==> src/rtl/core/dhom_pkg.sv <==
// ----------------------------------------------------------------------------
// dhom_pkg: shared definitions of the dual heartbeat offline monitor
// Register map indexes, field widths, reset values and default sizes.
// ----------------------------------------------------------------------------
package dhom_pkg;

	// Default sizes of the heartbeat counters and of the miss counters.
	localparam int DEF_BEAT_WIDTH  = 16;
	localparam int DEF_COUNT_WIDTH = 16;

	// Configuration bus sizes.
	localparam int ADDR_W = 4;
	localparam int DATA_W = 32;

	// Register field widths.
	localparam int THRESH_W = 16;
	localparam int ENABLE_W = 2;
	localparam int CODE_W   = 4;

	// The judge count is threshold * 1000 / (10 * 50); the factor is exact.
	localparam int TIME_NUM   = 1000;
	localparam int TIME_DIV   = 10 * 50;
	localparam int JUDGE_MUL  = TIME_NUM / TIME_DIV;
	localparam int JUDGE_W    = THRESH_W + 1;

	// Reset values of the registers.
	localparam logic [THRESH_W-1:0] THRESH_RESET = THRESH_W'(20);
	localparam logic [ENABLE_W-1:0] ENABLE_RESET = '0;
	localparam logic [CODE_W-1:0]   CODE_RESET   = '0;

	// Register indexes, taken from address bits [3:2].
	typedef enum logic [1:0] {
		REG_MISS_THRESHOLD = 2'd0,
		REG_LINK_ENABLE    = 2'd1,
		REG_WORKING_CODE   = 2'd2,
		REG_STOPPED_CODE   = 2'd3
	} reg_idx_t;

	// Number of monitored links.
	localparam int NUM_LINKS = 2;

endpackage

==> src/rtl/core/dual_heartbeat_offline_monitor_core.sv <==
// ----------------------------------------------------------------------------
// dual_heartbeat_offline_monitor_core: heartbeat loss watchdog for two links
// Samples two heartbeat counters per tick, counts unchanged samples, flags
// lost links and issues shutdown and bootup requests from the machine state.
// ----------------------------------------------------------------------------
//
//  Channel  | Handshake            | Word
//  ---------+----------------------+--------------------------------------------
//  in       | in_valid / in_stall  | beat_first, beat_second, machine_state
//  out      | out_valid / out_stall| first_offline, second_offline,
//           |                      | shutdown_pulse, bootup_pulse, shutdown_held
//  cfg      | APB psel / penable   | paddr, pwdata, prdata, pready
//
// One word is accepted per cycle while in_stall is low; the input register loads
// on acceptance, the result register when the judging stage advances.
// The single judging stage between the two registers sets the rate: it
// updates the slots, miss counters and latch once per word.
// A full result register under out_stall holds the judging stage, which in
// turn raises in_stall once the input register is full.
// Reset clears all watchdog state and loads the register reset values.
module dual_heartbeat_offline_monitor_core #(
	parameter int BEAT_WIDTH  = dhom_pkg::DEF_BEAT_WIDTH,
	parameter int COUNT_WIDTH = dhom_pkg::DEF_COUNT_WIDTH
) (
	input  logic                          clk,
	input  logic                          arst_n,
	// Input channel
	input  logic                          in_valid,
	output logic                          in_stall,
	input  logic [BEAT_WIDTH-1:0]         beat_first,
	input  logic [BEAT_WIDTH-1:0]         beat_second,
	input  logic [dhom_pkg::CODE_W-1:0]   machine_state,
	// Output channel
	output logic                          out_valid,
	input  logic                          out_stall,
	output logic                          first_offline,
	output logic                          second_offline,
	output logic                          shutdown_pulse,
	output logic                          bootup_pulse,
	output logic                          shutdown_held,
	// Configuration port
	input  logic                          psel,
	input  logic                          penable,
	input  logic                          pwrite,
	input  logic [dhom_pkg::ADDR_W-1:0]   paddr,
	input  logic [dhom_pkg::DATA_W-1:0]   pwdata,
	output logic [dhom_pkg::DATA_W-1:0]   prdata,
	output logic                          pready
);
	import dhom_pkg::*;

	localparam int CMP_W = (COUNT_WIDTH > JUDGE_W) ? COUNT_WIDTH : JUDGE_W;

	// Configuration registers
	logic [THRESH_W-1:0] miss_threshold_q;
	logic [ENABLE_W-1:0] link_enable_q;
	logic [CODE_W-1:0]   working_code_q;
	logic [CODE_W-1:0]   stopped_code_q;
	reg_idx_t            reg_idx;
	logic                cfg_write;

	// Input register
	logic                  valid_s1;
	logic [BEAT_WIDTH-1:0] beat_s1 [NUM_LINKS];
	logic [CODE_W-1:0]     state_s1;
	logic                  advance;

	// Watchdog state
	logic                   phase_q;
	logic [BEAT_WIDTH-1:0]  slot_a_q [NUM_LINKS];
	logic [BEAT_WIDTH-1:0]  slot_b_q [NUM_LINKS];
	logic [COUNT_WIDTH-1:0] misses_q [NUM_LINKS];
	logic [NUM_LINKS-1:0]   down_q;
	logic                   latch_q;

	// Next-state values of the judging stage
	logic                   phase_d;
	logic [BEAT_WIDTH-1:0]  slot_a_d [NUM_LINKS];
	logic [BEAT_WIDTH-1:0]  slot_b_d [NUM_LINKS];
	logic [COUNT_WIDTH-1:0] misses_d [NUM_LINKS];
	logic [NUM_LINKS-1:0]   down_d;
	logic                   latch_d;
	logic                   shut_d;
	logic                   boot_d;
	logic [JUDGE_W-1:0]     judge;

	// Result register
	logic out_valid_q;
	logic first_offline_q;
	logic second_offline_q;
	logic shutdown_pulse_q;
	logic bootup_pulse_q;
	logic shutdown_held_q;

	// Register writes complete in the access phase; pready is always high.
	assign pready    = 1'b1;
	assign reg_idx   = reg_idx_t'(paddr[3:2]);
	assign cfg_write = psel && penable && pwrite;

	always_ff @(posedge clk or negedge arst_n) begin
		if (!arst_n) begin
			miss_threshold_q <= THRESH_RESET;
			link_enable_q    <= ENABLE_RESET;
			working_code_q   <= CODE_RESET;
			stopped_code_q   <= CODE_RESET;
		end else if (cfg_write) begin
			case (reg_idx)
				REG_MISS_THRESHOLD: miss_threshold_q <= pwdata[THRESH_W-1:0];
				REG_LINK_ENABLE:    link_enable_q    <= pwdata[ENABLE_W-1:0];
				REG_WORKING_CODE:   working_code_q   <= pwdata[CODE_W-1:0];
				REG_STOPPED_CODE:   stopped_code_q   <= pwdata[CODE_W-1:0];
				default: ;
			endcase
		end
	end

	// Read data follows the address.
	always_comb begin
		prdata = '0;
		case (reg_idx)
			REG_MISS_THRESHOLD: prdata = DATA_W'(miss_threshold_q);
			REG_LINK_ENABLE:    prdata = DATA_W'(link_enable_q);
			REG_WORKING_CODE:   prdata = DATA_W'(working_code_q);
			REG_STOPPED_CODE:   prdata = DATA_W'(stopped_code_q);
			default:            prdata = '0;
		endcase
	end

	// The judging stage moves on whenever the result register is free or drains.
	assign advance  = !out_valid_q || !out_stall;
	assign in_stall = valid_s1 && !advance;

	// Input register
	always_ff @(posedge clk or negedge arst_n) begin
		if (!arst_n) begin
			valid_s1 <= 1'b0;
		end else if (!in_stall) begin
			valid_s1 <= in_valid;
		end
	end

	always_ff @(posedge clk) begin
		if (!in_stall && in_valid) begin
			beat_s1[0] <= beat_first;
			beat_s1[1] <= beat_second;
			state_s1   <= machine_state;
		end
	end

	// Judge count in ticks, exact at JUDGE_W bits.
	assign judge = JUDGE_W'(miss_threshold_q) * JUDGE_W'(JUDGE_MUL);

	// Per-link slot update and miss counting.
	always_comb begin
		phase_d = ~phase_q;
		for (int i = 0; i < NUM_LINKS; i++) begin
			slot_a_d[i] = phase_d ? beat_s1[i] : slot_a_q[i];
			slot_b_d[i] = phase_d ? slot_b_q[i] : beat_s1[i];
			if (link_enable_q[i] && (slot_a_d[i] == slot_b_d[i])) begin
				down_d[i]   = down_q[i] || (CMP_W'(misses_q[i]) > CMP_W'(judge));
				misses_d[i] = (&misses_q[i]) ? misses_q[i] : misses_q[i] + 1'b1;
			end else begin
				down_d[i]   = 1'b0;
				misses_d[i] = '0;
			end
		end
	end

	// Shutdown and bootup requests with the shutdown latch.
	always_comb begin
		shut_d  = 1'b0;
		boot_d  = 1'b0;
		latch_d = latch_q;
		if ((|down_d) && !latch_q && (state_s1 == working_code_q)) begin
			shut_d  = 1'b1;
			latch_d = 1'b1;
		end
		if (!(|down_d) && latch_d && (state_s1 == stopped_code_q)) begin
			boot_d  = 1'b1;
			latch_d = 1'b0;
		end
	end

	// Watchdog state commits when a word leaves the judging stage.
	always_ff @(posedge clk or negedge arst_n) begin
		if (!arst_n) begin
			phase_q <= 1'b0;
			down_q  <= '0;
			latch_q <= 1'b0;
			for (int i = 0; i < NUM_LINKS; i++) begin
				slot_a_q[i] <= '0;
				slot_b_q[i] <= '0;
				misses_q[i] <= '0;
			end
		end else if (valid_s1 && advance) begin
			phase_q <= phase_d;
			down_q  <= down_d;
			latch_q <= latch_d;
			for (int i = 0; i < NUM_LINKS; i++) begin
				slot_a_q[i] <= slot_a_d[i];
				slot_b_q[i] <= slot_b_d[i];
				misses_q[i] <= misses_d[i];
			end
		end
	end

	// Result register
	always_ff @(posedge clk or negedge arst_n) begin
		if (!arst_n) begin
			out_valid_q <= 1'b0;
		end else if (advance) begin
			out_valid_q <= valid_s1;
		end
	end

	always_ff @(posedge clk) begin
		if (valid_s1 && advance) begin
			first_offline_q  <= down_d[0];
			second_offline_q <= down_d[1];
			shutdown_pulse_q <= shut_d;
			bootup_pulse_q   <= boot_d;
			shutdown_held_q  <= latch_d;
		end
	end

	assign out_valid      = out_valid_q;
	assign first_offline  = first_offline_q;
	assign second_offline = second_offline_q;
	assign shutdown_pulse = shutdown_pulse_q;
	assign bootup_pulse   = bootup_pulse_q;
	assign shutdown_held  = shutdown_held_q;

endmodule

==> config.mk <==
export PLATFORM = sky130hd
export DESIGN_NAME = dual_heartbeat_offline_monitor_core
export DESIGN_NICKNAME = d
export VERILOG_FILES = /design/src/rtl/core/dhom_pkg.sv /design/src/rtl/core/dual_heartbeat_offline_monitor_core.sv
export SDC_FILE = /design/constraint.sdc
export NUM_CORES = 1
export LEC_CHECK = 0
export BUFFER_PORTS_ARGS = -buffer_cell sky130_fd_sc_hd__buf_2
export CAP_MARGIN = 25
export CORE_MARGIN = 8
export CORE_UTILIZATION = 30
export DETAILED_ROUTE_END_ITERATION = 16
export MAX_ROUTING_LAYER = met4
export SETUP_SLACK_MARGIN = 0.02
export SLEW_MARGIN = 20
export SYNTH_ARGS = -nofsm -noshare
export SYNTH_HDL_FRONTEND = slang
export SYNTH_SLANG_ARGS = --single-unit
==> constraint.sdc <==
create_clock -name clk -period 4.5 [get_ports clk]
set_input_delay 0.9 -clock clk [delete_from_list [all_inputs] [get_ports clk]]
set_output_delay 0.9 -clock clk [all_outputs]
set_load 0.1 [all_outputs]
==> results of run 1 <==
-- layout by cell type, fill, tap and decap left out, types with 19 or more instances in the layout --
master	n
nor3_1	19
inv_1	42
nand3_1	20
mux2_2	61
nor2_1	62
o21ai_0	35
ha_1	32
buf_2	82
nand2_1	57
dfrtp_1	126
xor2_1	32
xnor2_1	31
edfxtp_1	41
-- sequential cells by signal (all words and copies together) (netlist names) --
signal and cells:
first_offline 1, slot_b_q 32, link_enable_q 2, beat_s1 32, latch_q 1, misses_q 32
shutdown_held 1, valid_s1 1, slot_a_q 32, second_offline 1, phase_q 1, stopped_code_q 4
miss_threshold_q 16, working_code_q 4, shutdown_pulse 1, bootup_pulse 1, state_s1 4, out_valid 1
down_q 2
-- stage by stage --
stage,power (mW),instance area (um^2)
2_1_floorplan,3.35,8370
3_3_place_gp,3.64,9110
3_5_place_dp,3.69,9110
4_1_cts,5.17,9700
5_1_grt,5.42,9700
6_report,5.10,9700
-- cell families (layout without fill, tap and decap cells) --
| group | count (synthesis) | in the layout | synth area share (%) |
|---|---|---|---|
| and+or+nand+nor | 209 | 209 | 12.0 |
| DFF | 169 | 169 | 53.4 |
| AOI/OAI and AO/OA | 103 | 103 | 7.89 |
| buffers and inverters | 80 | 165 | 4.59 |
| muxes | 78 | 78 | 10.6 |
| xor gates and xnor gates | 63 | 63 | 6.64 |
| adders and majority gates | 32 | 32 | 4.82 |
| other | 2 | 18 | 0.0903 |
-- worst max-delay path by stage --
stage               startpoint      endpoint  slack, ns  depth (start not counted)
floorplan             paddr[2]     prdata[2]       0.15                          3
global placement      paddr[2]     prdata[0]       1.42                          3
detailed placement    paddr[2]     prdata[0]       1.42                          3
CTS                   paddr[2]     prdata[0]       1.42                          3
global route           phase_q  misses_q[14]       1.37                          8
finish                paddr[2]     prdata[0]       1.42                          3
-- power breakdown --
part	switching, mW	internal (mW)
logic	0.796	0.608
registers	0.276	1.97
clock network	0.669	0.789
-- cell type report --
class	instances	area share [%]
diodes	1	0.0258
clock buffers	18	4.42
clock inverters	14	1.64
inverters	43	1.66
multi-input cells	502	36.7
flip-flops and latches	169	45.7
well taps	378	4.87
repair buffers	90	4.98
-- critical path, cell delays in order --
cell    delay [ns]
buf_2         0.36
mux4_2        0.59
buf_2         0.31
-- per-layer routing --
| layer | up-vias | global-route usage, % |
|---|---|---|
| li1 | 2744 | - |
| met1 | 2730 | 14.8 |
| met2 | 131 | 17.9 |
| met3 | 14 | 2.88 |
| met4 | 0 | 2.98 |
| met5 | - | - |
==> results_dict.tcl, run 1 <==
set metrics [dict create \
    tightest_slew_ns 0.920 \
    num_rows 61 \
    cp-end-kind "output pin" \
    detail_route.first_pass.iterations 4 \
    num-fill-cells 2770 \
    tns_ns 0 \
    routabilityCongestion 0.803 \
    via_per_inst 4.62 \
    slew_headroom_pct 38.4 \
    root_buffer "clkbuf_16" \
    cts.sinks 169 \
    reg2reg_slack_ns 1.64 \
    pwr_density_cell_nw_per_um2 526 \
    wl_per_cell_um 15.1 \
    vdd_drop_max_v 0.000218 \
    setup_viol 0 \
    routed_wl_um 18400 \
    synth_warnings 0 \
    status "finished, final reports clean" \
    area_delta_synth_final_pct 16.7 \
    synth.most_common_cell "dfrtp_1" \
    synth_area_um2 8310 \
    ios 119 \
    yosysSeqAreaShare_pct 53.4 \
    synth_edf_count 41 \
    drc 0 \
    fin_skew_ns 0.0115 \
    post-dp-hpwl_um 13100 \
    cts_tree "built" \
    wl_met2_um 8660 \
    r2r-start "phase_q" \
    cts.repair.resized 0 \
    grt_pass1_wl_um 29500 \
    hold_depth 2 \
    holdWs_ns 0.489 \
    track_usage_pct 11.5 \
    cp-start-kind "input port" \
    cts-htree-levels 4 \
    grt_pass1_vias 5521 \
    final-seq-area_um2 4440 \
    rsz0062_at_grt "false" \
    grt_max_degree 76 \
    clockBufferDepth 2 \
    wl_met1_um 8500 \
    synth_top_cells_by_count "dfrtp_1, nor2_1, mux2_2, nand2_1, inv_1" \
    final.period_utilization_pct 68.4 \
    synth_area_leader_cell "dfrtp_1" \
    p_leak_nw 4.17 \
    reg2regPathDepth 8 \
    ys_top_cells_by_area "dfrtp_1, edfxtp_1, mux2_2" \
    initial_core_util_pct 30.2 \
    overflow 0 \
    fin_nets 934 \
    cts_hold_buf 0 \
    insertion_delay_ns 0.42 \
    r2r-end "misses_q[14]" \
    die_x_um 182 \
    fin_cells 1215 \
    antenna_found_initial 1 \
    yosys.area.top_type_share_pct 37.9 \
    hold_start "down_q[0]" \
    port_buffers 83 \
    ys_ff_latch 169 \
    fp.dieH_um 182 \
    ys_async_sr_fraction_pct 75.7 \
    num_vias 5619 \
    path_max_fanout 19 \
    min_path_type "register to register" \
    finalMaxSlewViolations 0 \
    maxCapViolations 0 \
    ys_types 59 \
    required_ns 3.60 \
    post-route-util_pct 35.2 \
    arrival_ns 2.18 \
    clkTransAtPathRegs_ns 0.07 \
    drtAntennaViolNets 0 \
    fin_crit_ns 3.08 \
    drt_iter0_drc 355 \
    core-area_um2 27600 \
    fin_ws_ns 1.42 \
    synthFlopType "dfrtp_1" \
    cts_setup_buffers 0 \
    die_area_um2 33300 \
    placedCellCount 1182 \
    max_freq_mhz 325 \
    top_layer_used "met4" \
    cts_buffers 17 \
    multiInputGateArea_um2 3560 \
    syn_inst 736 \
    crit_type "input port to output pin" \
    avgSynthCellArea_um2 11.3 \
    place_ws_ns 1.42 \
    min_to "down_q[0]" \
    met3_length_um 944 \
    finalHoldViolCount 0 \
    drive_gt1_share_pct 23.2 \
]
Note: power is estimated with default switching activity, not from simulation.
==> inputs of run 2 (changes only) <==
clock period = 2.7 ns   (was 4.5 ns; I/O delays follow)
==> run 2 against run 1 <==
Net effect: flip-flop and latch count unchanged; total power increased by 69%; die area unchanged; register-to-register slack got worse by 1.4 ns; sequential power increased by 65%; worst hold slack got worse by 0.35 ns; largest cell class unchanged.
==> results_dict.tcl, run 2 (synthesized netlist as in run 1, its figures left out) <==
set metrics [dict create \
    reg2reg_slack_ns 0.19 \
    total_power_mw 8.61 \
    tns_ns 0 \
    cts_buffers 17 \
    insertion_delay_ns 0.43 \
    arrival_ns 2.78 \
    max_freq_mhz 399 \
    crit_buf_inv 2 \
    insertedDiodeCount 0 \
    grt_max_degree 79 \
    critPathMaxStageDelay_ns 0.59 \
    finalMaxSlewViolations 0 \
    vdd_drop_max_v 0.000473 \
    pwr_density_cell_nw_per_um2 860 \
    cts_hold_buf 0 \
    post-route-util_pct 36.3 \
    slew_headroom_pct 53.7 \
    crit_type "register to register" \
    port_buffers 83 \
    via_per_inst 4.61 \
    antenna_found_initial 0 \
    fp.dieH_um 182 \
    holdWs_ns 0.141 \
    core-area_um2 27600 \
    maxCapViolations 0 \
    fin_nets 952 \
    layout_common_cells "dfrtp_1, buf_2, nor2_1" \
    setup_viol 0 \
    track_usage_pct 11.9 \
    die_x_um 182 \
    routabilityCongestion 0.810 \
    cts.sinks 169 \
    clockBufferDepth 2 \
    required_ns 2.97 \
    post-dp-hpwl_um 13600 \
    grt_pass1_vias 5692 \
    drt_iter0_drc 396 \
    overflow 0 \
    place_ws_ns 0.0138 \
    path_max_fanout 16 \
    met2_usage_pct 19.3 \
    final.period_utilization_pct 92.8 \
    rsz0062_at_grt "false" \
    use_met1_pct 15.0 \
    drc 0 \
    die_area_um2 33300 \
    num-fill-cells 2719 \
    wl_per_cell_um 15.3 \
    root_buffer "clkbuf_16" \
    num_vias 5680 \
    cts_tree "built" \
    reg2regPathDepth 7 \
    drive_gt1_share_pct 27.2 \
    finalHoldViolCount 0 \
    top_usage_layer "met2" \
    cp-end-kind "register" \
    min_path_type "input port to async pin" \
    final_common_cell "dfrtp_1" \
    fin_ws_ns 0.193 \
    num_rows 61 \
    fin_crit_ns 2.51 \
    routed_wl_um 18800 \
    ios 119 \
    r2r-start "phase_q" \
    p_leak_nw 4.31 \
    grt_pass1_wl_um 30600 \
    r2r-end "shutdown_held" \
    detail_route.first_pass.iterations 5 \
    drtAntennaViolNets 0 \
    initial_core_util_pct 30.2 \
    fin_skew_ns 0.0115 \
    status "finished, final reports clean" \
    clkTransAtPathRegs_ns 0.07 \
    cpMaxStageDelayCell "nor4_2" \
    cts-htree-levels 4 \
    tightest_slew_ns 0.689 \
    cp_top_family "simple AND/OR/NAND/NOR gates" \
    cp-start-kind "register" \
    grtUsageMet3_pct 2.72 \
    path_cells "buf_4, inv_1, mux2i_1, nand3_1, nor4_2, a21oi_1, o22ai_1" \
    area_delta_synth_final_pct 20.4 \
]
run 2: worst max-delay path by stage:
stage	cells past startpoint	slack (ns)	startpoint	end
floorplan	3	-0.20	paddr[2]	prdata[2]
global route	7	0.03	beat_s1[0][1]	shutdown_held
CTS	10	0.04	miss_threshold_q[13]	shutdown_held
detailed placement	10	0.01	miss_threshold_q[13]	shutdown_held
finish	7	0.19	phase_q	shutdown_held
global placement	10	0.09	miss_threshold_q[13]	shutdown_held
run 2: cell type report:
class / instances / area, um^2 / share of cell area (%)
clock buffer: 17 / 425 / 4.25
clock inverter: 15 / 159 / 1.59
tap: 378 / 473 / 4.73
inverter: 43 / 161 / 1.61
multi-input combinational: 502 / 3680 / 36.8
timing repair buffer: 108 / 673 / 6.73
sequential: 169 / 4440 / 44.3
run 2: power breakdown:
group / internal [mW] / switching, mW
combinational: 1.10 / 1.42
sequential: 3.28 / 0.415
clock: 1.24 / 1.15
total: 5.61 / 2.99
run 2: worst register-to-register path, stage by stage, from the launching register on:
cell and delay, ns:
dfrtp_1 0.38, buf_4 0.23, inv_1 0.29, mux2i_1 0.33, nand3_1 0.13, nor4_2 0.59
a21oi_1 0.21, o22ai_1 0.20
run 2: per-layer routing:
metal	part of all wire (%)	vias to the layer above
met5	0	-
met4	0.82	0
met3	4.4	13
met2	48	122
met1	47	2760
li1	-	2785
run 2: stage by stage:
step,instances,area [um^2]
finish,1232,10000
global route,1232,10000
CTS,1231,9960
detailed placement,1199,9370
global placement,1199,9370
floorplan,751,8450
run 2: timing repair:
action,CTS,global route
setup buffers,0,1
endpoints found under the setup margin,4,5
pin swaps,0,1
gates resized for setup,1,8
==> inputs of run 3 (changes only) <==
CORE_UTILIZATION = 52   (was 30)
GPL_TIMING_DRIVEN = 0   (was unset)
PLACE_DENSITY = 0.76   (was unset)
==> run 3 against run 2 <==
Net effect: sequential power about the same; combinational power hardly changed; die area shrank 39%; largest power group unchanged; critical path depth is 3 lower; clock power is 8% higher.
==> results_dict.tcl, run 3 (synthesized netlist as in run 1, its figures left out) <==
set metrics [dict create \
    num_rows 46 \
    arrival_ns 2.04 \
    cp-start-kind "input port" \
    reg2regPathDepth 7 \
    num-fill-cells 1259 \
    cts.sinks 169 \
    cts-htree-levels 4 \
    pwr_density_cell_nw_per_um2 894 \
    total_power_mw 8.82 \
    root_buffer "clkbuf_16" \
    clockBufferDepth 2 \
    fin_skew_ns 0.0129 \
    fp.dieH_um 142 \
    layout_common_cells "dfrtp_1, buf_2, nor2_1" \
    max_freq_mhz 388 \
    tns_ns 0 \
    grt_pass1_wl_um 30100 \
    setup_viol 0 \
    cts_setup_buffers 0 \
    fin_ws_ns 0.122 \
    routabilityCongestion 0.839 \
    maxCapViolations 0 \
    r2r-start "misses_q[30]" \
    ios 119 \
    die_x_um 142 \
    cts_tree "built" \
    status "finished, final reports clean" \
    port_buffers 81 \
    final_common_cell "dfrtp_1" \
    crit_type "input port to output pin" \
    clkTransAtPathRegs_ns 0.06 \
    tightest_slew_ns 0.791 \
    drtAntennaViolNets 0 \
    routed_wl_um 18000 \
    overflow 0 \
    drt_iter0_drc 407 \
    cpMaxStageDelayCell "clkbuf_1" \
    via_per_inst 5.33 \
    vdd_drop_max_v 0.000584 \
    insertion_delay_ns 0.43 \
    slew_headroom_pct 47.2 \
    finalMaxSlewViolations 0 \
    p_leak_nw 4.35 \
    wl_per_cell_um 16.7 \
    core-area_um2 15800 \
    antenna_found_initial 0 \
    post-dp-hpwl_um 13000 \
    required_ns 2.16 \
    fin_crit_ns 2.58 \
    die_area_um2 20300 \
    critPathMaxStageDelay_ns 0.66 \
    place_ws_ns -0.339 \
    detail_route.first_pass.iterations 5 \
    finalHoldViolCount 0 \
    cts_buffers 17 \
    track_usage_pct 19.4 \
    initial_core_util_pct 52.7 \
    final.period_utilization_pct 95.5 \
    drc 0 \
    r2r-end "shutdown_held" \
    reg2reg_slack_ns 0.13 \
    grt_pass1_vias 5929 \
    drive_gt1_share_pct 26.6 \
    crit_top_cell "clkbuf_1" \
    path_max_fanout 10 \
    grt_max_degree 68 \
    insertedDiodeCount 0 \
    path_cells "clkbuf_1, clkbuf_1, nor3_2, buf_2" \
    fin_nets 964 \
    min_path_type "input port to async pin" \
    rsz0062_at_grt "true" \
    cp-end-kind "output pin" \
    area_delta_synth_final_pct 18.6 \
    num_vias 5769 \
]
run 3: cell types whose count changed in the layout (fill, tap and decap cells not counted), moves of 3 or more:
cell and delta:
buf_4 -6, clkbuf_1 +13, clkinv_8 -3, buf_12 -4, inv_8 -5, bufinv_16 +4
clkbuf_2 +3, clkinv_2 +4
run 3: worst max-delay path by stage:
stage                     slack (ns)  cells after the start           from       endpoint
final                           0.12                      4       paddr[3]      prdata[8]
after global routing          -0.008                      8   misses_q[15]  shutdown_held
after CTS                       0.03                      8  beat_s1[0][1]   misses_q[29]
after detailed placement       -0.34                      7      out_stall    slot_b_q[4]
after global placement         -0.65                      1         arst_n   misses_q[24]
after floorplan                -0.20                      3       paddr[2]      prdata[2]
run 3: stage by stage:
stage	cell area, um^2	utilization (%)	hold WS (ns)	cells
global route	9860	62.5	0.0676	1082
floorplan	8450	-	0.244	751
CTS	9820	62.3	0.0635	1082
global placement	9120	57.8	0.466	1048
detailed placement	9180	58.2	0.470	1050
finish	9860	62.5	0.0394	1082
run 3: where the power goes:
group | switching [mW] | internal (mW)
combinational | 1.45 | 1.07
clock | 1.03 | 1.55
sequential | 0.439 | 3.28
run 3: cell type report:
type | count | area (um^2) | area share [%]
Clock inverter | 15 | 199 | 2.02
Timing Repair Buffer | 83 | 463 | 4.69
Sequential cell | 169 | 4440 | 45.0
Tap cell | 216 | 270 | 2.74
Inverter | 43 | 161 | 1.64
Multi-Input combinational cell | 502 | 3680 | 37.3
Clock buffer | 17 | 425 | 4.31
Buffer | 37 | 224 | 2.27
run 3: critical path: cells and delay by family:
kind                   cells  cell delay [ns]
AND/OR/NAND/NOR            1             0.08
buffers and inverters      3             1.40
run 3: metal layers:
metal / GRT usage [%] / up-vias / share of wire, %
met5: - / - / 0
met4: 6.21 / 0 / 1.4
met3: 4.19 / 19 / 5.6
met2: 31.2 / 156 / 49
met1: 24.0 / 2796 / 44
li1: - / 2798 / -
run 3: timing repair:
item	in CTS	in global routing
pin swaps	0	0
gates resized for setup	4	10
setup endpoints to repair	27	40
hold buffers	0	0
